===== src/sv/cpsrq_pkg.sv =====
`default_nettype none
package cpsrq_pkg;

  localparam int MAX_POINTS  = 256;
  localparam int WEIGHT_BITS = 32;

  localparam int IDX_W   = $clog2(MAX_POINTS);
  localparam int CNT_W   = IDX_W + 1;
  localparam int TAB_AW  = 2 * IDX_W;
  localparam int TIME_W  = 16;
  localparam int DIST_W  = 24;
  localparam int WGT_W   = 32;
  localparam int SUM_W   = 48;
  localparam int KEY_W   = DIST_W + 2;
  localparam int WEXT_W  = (WEIGHT_BITS < WGT_W) ? WEIGHT_BITS : WGT_W;
  localparam int STAT_W  = 2;
  localparam int TDATA_W = 160;

  typedef enum logic [STAT_W-1:0] {
    ST_OK    = 2'd0,
    ST_NOSET = 2'd1,
    ST_DROP  = 2'd2
  } res_status_e;

  typedef enum logic [4:0] {
    OP_NOP,
    OP_LATCH,
    OP_LOAD,
    OP_SORT_INIT,
    OP_SORT_RD,
    OP_SORT_CMP,
    OP_SORT_END,
    OP_CLR,
    OP_ACC_RD,
    OP_ACC_KEY,
    OP_SRCH_RD,
    OP_SRCH_CMP,
    OP_ACC_TRD,
    OP_ACC_WR,
    OP_PFX_RD0,
    OP_PFX_RD1,
    OP_PFX_WR,
    OP_Q_KEY_LO,
    OP_Q_KEY_HI,
    OP_Q_SUM,
    OP_Q_R0,
    OP_Q_R1,
    OP_Q_R2,
    OP_Q_R3,
    OP_Q_R4
  } dp_op_e;

  typedef struct packed {
    dp_op_e      op;
    logic        out_load;
    res_status_e out_code;
    logic        out_zero;
  } dp_cmd_t;

  typedef struct packed {
    logic is_query;
    logic last_pt;
    logic built;
    logic drop_now;
    logic sort_last;
    logic any_found;
    logic grid_last;
    logic acc_last;
    logic srch_done;
    logic q_empty;
    logic out_free;
  } dp_stat_t;

  typedef struct packed {
    logic                    operation;
    logic [TIME_W-1:0]       point_time;
    logic [DIST_W-1:0]       point_dist;
    logic signed [WGT_W-1:0] point_weight;
    logic                    last_point;
    logic [TIME_W-1:0]       query_time_low;
    logic [TIME_W-1:0]       query_time_high;
    logic [DIST_W-1:0]       query_dist_low;
    logic [DIST_W-1:0]       query_dist_high;
    logic                    from_left;
  } item_t;

endpackage
`default_nettype wire


===== src/sv/cpsrq_ctrl.sv =====
`default_nettype none
module cpsrq_ctrl (
  input  logic                clk_i,
  input  logic                rst_ni,
  input  logic                in_valid_i,
  output logic                in_ready_o,
  input  cpsrq_pkg::dp_stat_t stat_i,
  output cpsrq_pkg::dp_cmd_t  cmd_o
);
  import cpsrq_pkg::*;

  typedef enum logic [4:0] {
    S_IDLE, S_DISPATCH, S_SORT_INIT, S_SORT_RD, S_SORT_CMP, S_SORT_END, S_CLR,
    S_ACC_RD, S_ACC_KEY, S_SRCH_RD, S_SRCH_CMP, S_ACC_TRD, S_ACC_WR,
    S_PFX_RD0, S_PFX_RD1, S_PFX_WR, S_Q_KEY_HI, S_Q_SUM,
    S_Q_R0, S_Q_R1, S_Q_R2, S_Q_R3, S_Q_R4, S_RESULT
  } state_e;

  state_e      state_q, state_d, ret_q, ret_d;
  logic        drop_pend_q, drop_pend_d;
  res_status_e res_code_q, res_code_d;
  logic        res_zero_q, res_zero_d;

  assign in_ready_o = (state_q == S_IDLE);

  always_comb begin
    state_d     = state_q;
    ret_d       = ret_q;
    drop_pend_d = drop_pend_q;
    res_code_d  = res_code_q;
    res_zero_d  = res_zero_q;
    cmd_o.op       = OP_NOP;
    cmd_o.out_load = 1'b0;
    cmd_o.out_code = res_code_q;
    cmd_o.out_zero = res_zero_q;
    unique case (state_q)
      S_IDLE: begin
        if (in_valid_i) begin
          cmd_o.op = OP_LATCH;
          state_d  = S_DISPATCH;
        end
      end
      S_DISPATCH: begin
        if (stat_i.is_query) begin
          if (stat_i.built) begin
            cmd_o.op = OP_Q_KEY_LO;
            ret_d    = S_Q_KEY_HI;
            state_d  = S_SRCH_RD;
          end else begin
            res_code_d = ST_NOSET;
            res_zero_d = 1'b1;
            state_d    = S_RESULT;
          end
        end else begin
          cmd_o.op    = OP_LOAD;
          drop_pend_d = stat_i.drop_now;
          res_code_d  = ST_DROP;
          res_zero_d  = 1'b1;
          priority if (stat_i.last_pt) state_d = S_SORT_INIT;
          else if (stat_i.drop_now)    state_d = S_RESULT;
          else                         state_d = S_IDLE;
        end
      end
      S_SORT_INIT: begin
        cmd_o.op = OP_SORT_INIT;
        state_d  = S_SORT_RD;
      end
      S_SORT_RD: begin
        cmd_o.op = OP_SORT_RD;
        state_d  = S_SORT_CMP;
      end
      S_SORT_CMP: begin
        cmd_o.op = OP_SORT_CMP;
        state_d  = stat_i.sort_last ? S_SORT_END : S_SORT_RD;
      end
      S_SORT_END: begin
        cmd_o.op = OP_SORT_END;
        state_d  = stat_i.any_found ? S_SORT_RD : S_CLR;
      end
      S_CLR: begin
        cmd_o.op = OP_CLR;
        if (stat_i.grid_last) state_d = S_ACC_RD;
      end
      S_ACC_RD: begin
        cmd_o.op = OP_ACC_RD;
        state_d  = S_ACC_KEY;
      end
      S_ACC_KEY: begin
        cmd_o.op = OP_ACC_KEY;
        ret_d    = S_ACC_TRD;
        state_d  = S_SRCH_RD;
      end
      S_SRCH_RD: begin
        cmd_o.op = OP_SRCH_RD;
        state_d  = stat_i.srch_done ? ret_q : S_SRCH_CMP;
      end
      S_SRCH_CMP: begin
        cmd_o.op = OP_SRCH_CMP;
        state_d  = S_SRCH_RD;
      end
      S_ACC_TRD: begin
        cmd_o.op = OP_ACC_TRD;
        state_d  = S_ACC_WR;
      end
      S_ACC_WR: begin
        cmd_o.op = OP_ACC_WR;
        state_d  = stat_i.acc_last ? S_PFX_RD0 : S_ACC_RD;
      end
      S_PFX_RD0: begin
        cmd_o.op = OP_PFX_RD0;
        state_d  = S_PFX_RD1;
      end
      S_PFX_RD1: begin
        cmd_o.op = OP_PFX_RD1;
        state_d  = S_PFX_WR;
      end
      S_PFX_WR: begin
        cmd_o.op = OP_PFX_WR;
        priority if (!stat_i.grid_last) state_d = S_PFX_RD0;
        else if (drop_pend_q)           state_d = S_RESULT;
        else                            state_d = S_IDLE;
      end
      S_Q_KEY_HI: begin
        cmd_o.op = OP_Q_KEY_HI;
        ret_d    = S_Q_SUM;
        state_d  = S_SRCH_RD;
      end
      S_Q_SUM: begin
        cmd_o.op   = OP_Q_SUM;
        res_code_d = ST_OK;
        res_zero_d = stat_i.q_empty;
        state_d    = stat_i.q_empty ? S_RESULT : S_Q_R0;
      end
      S_Q_R0: begin
        cmd_o.op = OP_Q_R0;
        state_d  = S_Q_R1;
      end
      S_Q_R1: begin
        cmd_o.op = OP_Q_R1;
        state_d  = S_Q_R2;
      end
      S_Q_R2: begin
        cmd_o.op = OP_Q_R2;
        state_d  = S_Q_R3;
      end
      S_Q_R3: begin
        cmd_o.op = OP_Q_R3;
        state_d  = S_Q_R4;
      end
      S_Q_R4: begin
        cmd_o.op = OP_Q_R4;
        state_d  = S_RESULT;
      end
      S_RESULT: begin
        cmd_o.out_load = stat_i.out_free;
        if (stat_i.out_free) state_d = S_IDLE;
      end
      default: state_d = S_IDLE;
    endcase
  end

  always_ff @(posedge clk_i or negedge rst_ni) begin
    if (!rst_ni) begin
      state_q     <= S_IDLE;
      ret_q       <= S_IDLE;
      drop_pend_q <= 1'b0;
      res_code_q  <= ST_OK;
      res_zero_q  <= 1'b1;
    end else begin
      state_q     <= state_d;
      ret_q       <= ret_d;
      drop_pend_q <= drop_pend_d;
      res_code_q  <= res_code_d;
      res_zero_q  <= res_zero_d;
    end
  end

endmodule
`default_nettype wire


===== config.mk =====
export PLATFORM = sky130hd
export DESIGN_NAME = cpsrq_ctrl
export DESIGN_NICKNAME = d
export VERILOG_FILES = /design/src/sv/cpsrq_pkg.sv /design/src/sv/cpsrq_ctrl.sv
export SDC_FILE = /design/constraint.sdc
export NUM_CORES = 1
export LEC_CHECK = 0
export BUFFER_PORTS_ARGS = -buffer_cell sky130_fd_sc_hd__buf_2
export CAP_MARGIN = 5
export CORE_MARGIN = 1
export CORE_UTILIZATION = 58
export CTS_CLUSTER_SIZE = 25
export DETAILED_ROUTE_END_ITERATION = 10
export HOLD_SLACK_MARGIN = 0.1
export PLACE_DENSITY = 0.87
export SLEW_MARGIN = 0
export SYNTH_ARGS = -nofsm -noshare
export SYNTH_HDL_FRONTEND = slang
export SYNTH_SLANG_ARGS = --single-unit

===== constraint.sdc =====
create_clock -name clk_i -period 2.5 [get_ports clk_i]
set_input_delay 0.5 -clock clk_i [delete_from_list [all_inputs] [get_ports clk_i]]
set_output_delay 0.5 -clock clk_i [all_outputs]
set_load 0.005 [all_outputs]

* Word level (Yosys, flattened, before mapping)
Cells that the tools add are included.
** Storage, ports and cells
- Logic and storage cells :: 72
- Bits in registers :: 14
- Input bits :: 14
- Output and inout port bits :: 10
** Cells by class
- Reductions and logical operators :: 8
- Muxes and demuxes :: 29
- Eq/ne operators :: 29
- Bitwise operators :: 1
** Operator list (number)
- 5-bit case mux with 23 select lines :: 1
- 5-bit case mux with 22 select lines :: 1
- 5-bit two-way mux :: 14
- 5-bit by 4-bit == test with 1-bit output (second input constant) :: 8
- 5-bit == test (second input constant) :: 8
- 5-bit by 3-bit == test with 1-bit output (second input constant) :: 4
- 5-bit case mux with 3 select lines :: 1
- 5-bit by 2-bit == test with 1-bit output (second input constant) :: 2
- 2-bit != test (second input constant) :: 5
- 3-bit two-way mux :: 3
- 3-bit AND reduction :: 2
- 5-bit by 1-bit == test with 1-bit output (second input constant) :: 1
- 5-bit zero test :: 1
- 1-bit two-way mux :: 4
- 2-bit two-way mux :: 2
- 4-bit two-way mux :: 1
- 2-bit case mux with 2 select lines :: 1
- 2-bit AND reduction :: 2
- 3-bit != test (second input constant) :: 1
- 3-bit nonzero test :: 1
- 3-bit OR reduction :: 1
- 1-bit case mux with 2 select lines :: 1
- 2-bit nonzero test :: 1
- 1-bit NOT :: 1

* Logic depth before layout (Yosys ltp)
- Depth in word-level cells :: 4
- Mapped depth :: 7
- Mapped depth without buffers :: 5

* Worst setup path before layout
Ideal clock, no wire load.
- Kind :: flip-flop to output port
- Start :: register state_q[1]
- End :: output cmd_o[8] in the netlist's numbering
- Required time :: 2.000 ns
- Setup slack :: 0.785 ns
- Path buffers :: 2
- Arrival time :: 1.215 ns
- Cell stages (with the launch flop) :: 7
- Cells stage by stage :: dfrtp_1 > buf_4 > buf_6 > nand2b_1 > o21ai_0 > a22oi_1 > o22ai_1
** RTL lines
- start, declared :: line cpsrq_ctrl.sv:19 : state_e state_q, state_d, ret_q, ret_d;
- start signal, assigned :: line cpsrq_ctrl.sv:170 : state_q <= state_d;
- end, declared :: line cpsrq_ctrl.sv:8 : output cpsrq_pkg::dp_cmd_t cmd_o

==> reports/results.ini <==
[critical_path]
reg2reg_depth=4
crit_family=flip-flops
required_ns=2.00
critPathLaunchType=register
path_buf_inv=1
reg2reg_to=state_q[1]
arrival_ns=1.86
cp_num_cells=5
max_stage_delay_ns=0.62
r2r_slack_ns=0.45
path_max_fanout=19
criticalPathCategory=register to primary output
end_kind=primary output
crit_chain=nand2b_1 > o21ai_0 > a22oi_1 > o22ai_1 > buf_2
r2r-start=state_q[1]
cpMaxStageDelayCell=dfrtp_1

[drt]
drt_iter0_markers=63
drtPass1Iterations=4
drc=0
vias=1253
routed_wl_mm=3.19
ant_nets=0
drt-vias-per-instance=6.30
wire_per_inst_microns=16.0

[placed_design]
gp_congestion=0.975
hpwl_mm=2.30
port_buffers=23
dpl-instance-area_sq_mm=0.00124

[layout]
fillCellCount=154
syn_to_final_growth_pct=12.5
multiInputGateArea_sq_um=737
final_layout_size_suffix_gt1_frac=0.236
nets=189
diodes=0
seqCellArea_sq_um=303
post-route-util=0.721
final_design_area_no_fill_sq_mm=0.00128

[synth]
synth.area.top_cells=dfrtp_1 (24%), o21ai_0 (6.6%), nor2_1 (4.9%)
synth_ff_type=dfrtp_1
async_reset_ff_frac=1.00
synth.distinct_cells=50
syn_area_sq_mm=0.00114
synth_seq_area_share=0.264
synth-edff-count=0
synth_top_area_cell=dfrtp_1
synth_top_area_share=0.241
synth_nets=168
ys_ff_latch=12
synthCells=154
avgSynthCellArea_sq_um=7.42
synth_common_cells=nor2_1 (15), o21ai_0 (15), nand2_1 (13), a21oi_1 (11), dfrtp_1 (11)
synth_warnings=0

[grt]
grtUsageTotal=0.337
grt_antenna_before_repair=0
grt_overflow=0
grt_max_degree=20
grt_pass1_vias=1132
grt_pass1_wl_mm=5.02

[hold_path]
hold_end=res_zero_q
hold_start=stat_i[1]
hold_depth=2
worstHoldPathType=primary input to register

[sta]
rsz0062_at_grt=no
slew_violations=0
clock.fmax_ghz=0.424
skew_ns=0.00179
setup_tns_ns=0
period_minus_slack_ns=2.36
timing.hold.ws_ns=0.491
worstMarginPinSlew_ns=0.739
finalCritPeriodShare=0.944
final-setup-viol-count=0
finalHoldViolations=0
slew_headroom=0.503

[status]
status=complete, no violations

[die]
num_rows=15
dieArea_sq_mm=0.00215
io_pins=24
fp.dieH_microns=46.4
core_area_sq_mm=0.00178
fp.dieW_microns=46.4
start_util=0.641

[clocking]
cts_buffer_depth=2
path_clk_slew_ns=0.08
cts_made_buffers=3
clock-sinks=12
cts_tree=done
cts_root_buffer=clkbuf_4
ctsHtreeMaxLevel=1
clk_latency_ns=0.28

[power]
power_per_cell_area_mw_per_mm2=1260
p_leak_nw=0.539
peakVddDrop_uv=783
power_w=0.00162

[job]
max-cap-violations=0

-- per-layer routing --
layer / wire, microns / share of wire / GRT usage
met1: 1320 / 0.41 / 0.434
met2: 1540 / 0.48 / 0.506
met3: 223 / 0.070 / 0.0588
met4: 101 / 0.032 / 0.235
met5: 0 / 0 / 0
-- per-stage QoR --
step	std cells	worst slack (ns)
5_1_grt	199	0.00850
3_5_place_dp	194	0.465
6_report	199	0.141
4_1_cts	199	0.155
3_3_place_gp	194	0.487
2_1_floorplan	154	0.785
-- worst max-delay path by stage --
stage	slack [ns]	end	startpoint
after CTS	0.15	cmd_o[4]	state_q[2]
after global routing	0.008	cmd_o[8]	state_q[1]
final	0.14	cmd_o[8]	state_q[1]
after floorplan	0.79	cmd_o[8]	state_q[1]
after detailed placement	0.47	cmd_o[4]	state_q[2]
after global placement	0.49	state_q[1]	state_q[2]
-- cells in the final DEF (no fill, tap or decap), types with 2 or more instances in the layout --
cell / n
buf_2: 23
o21ai_0: 15
nor2_1: 15
nand2_1: 13
a21oi_1: 11
dfrtp_1: 10
nor3_1: 9
o22ai_1: 6
nand2b_1: 5
nand3_1: 4
buf_4: 4
and2_1: 3
a31oi_1: 3
nor2b_1: 3
inv_1: 3
clkbuf_4: 3
o32ai_1: 2
inv_2: 2
and3_1: 2
o21ai_1: 2
or3_1: 2
a32o_1: 2
nor4_1: 2
a21boi_0: 2
-- cells by family after synthesis --
| group | share of synthesized area |
|---|---|
| AO/OA/AOI/OAI | 0.307 |
| XOR/XNOR | 0.0219 |
| flip-flops | 0.264 |
| buffers and inverters | 0.0909 |
| AND/OR/NAND/NOR | 0.307 |
| multiplexers | 0.00986 |
-- layout make-up --
class / instances / area share
Clock buffer: 4 / 0.0282
Multi-Input combinational cell: 124 / 0.574
Tap cell: 25 / 0.0243
Timing Repair Buffer: 28 / 0.121
Sequential cell: 12 / 0.236
Inverter: 6 / 0.0175
-- state kept, by name, summed over array words and instances (netlist names) --
register     count
res_zero_q       1
state_q          5
ret_q            3
drop_pend_q      1
res_code_q       2
-- where the power goes --
part / internal [W] / total (W) / switching (W) / leakage (nW)
Sequential: 0.000283 / 0.000474 / 0.000191 / 0.138
Clock: 0.0000886 / 0.000158 / 0.0000689 / 0.0210
Combinational: 0.000437 / 0.000987 / 0.000550 / 0.379
-- worst reg2reg max path: cells and delay by family, from the launching register on --
kind | cells | cell delay [ns]
compound gates | 2 | 0.38
flops | 1 | 0.76
simple gates | 2 | 0.84
-- timing repair --
item                                    4_1_cts  5_1_grt
hold endpoints to repair                     11        0
resized for setup                             0        1
hold buffers                                  1        0
setup buffers                                 0        0
endpoints found under the setup margin        0        1
(Power assumes the default switching activity.)
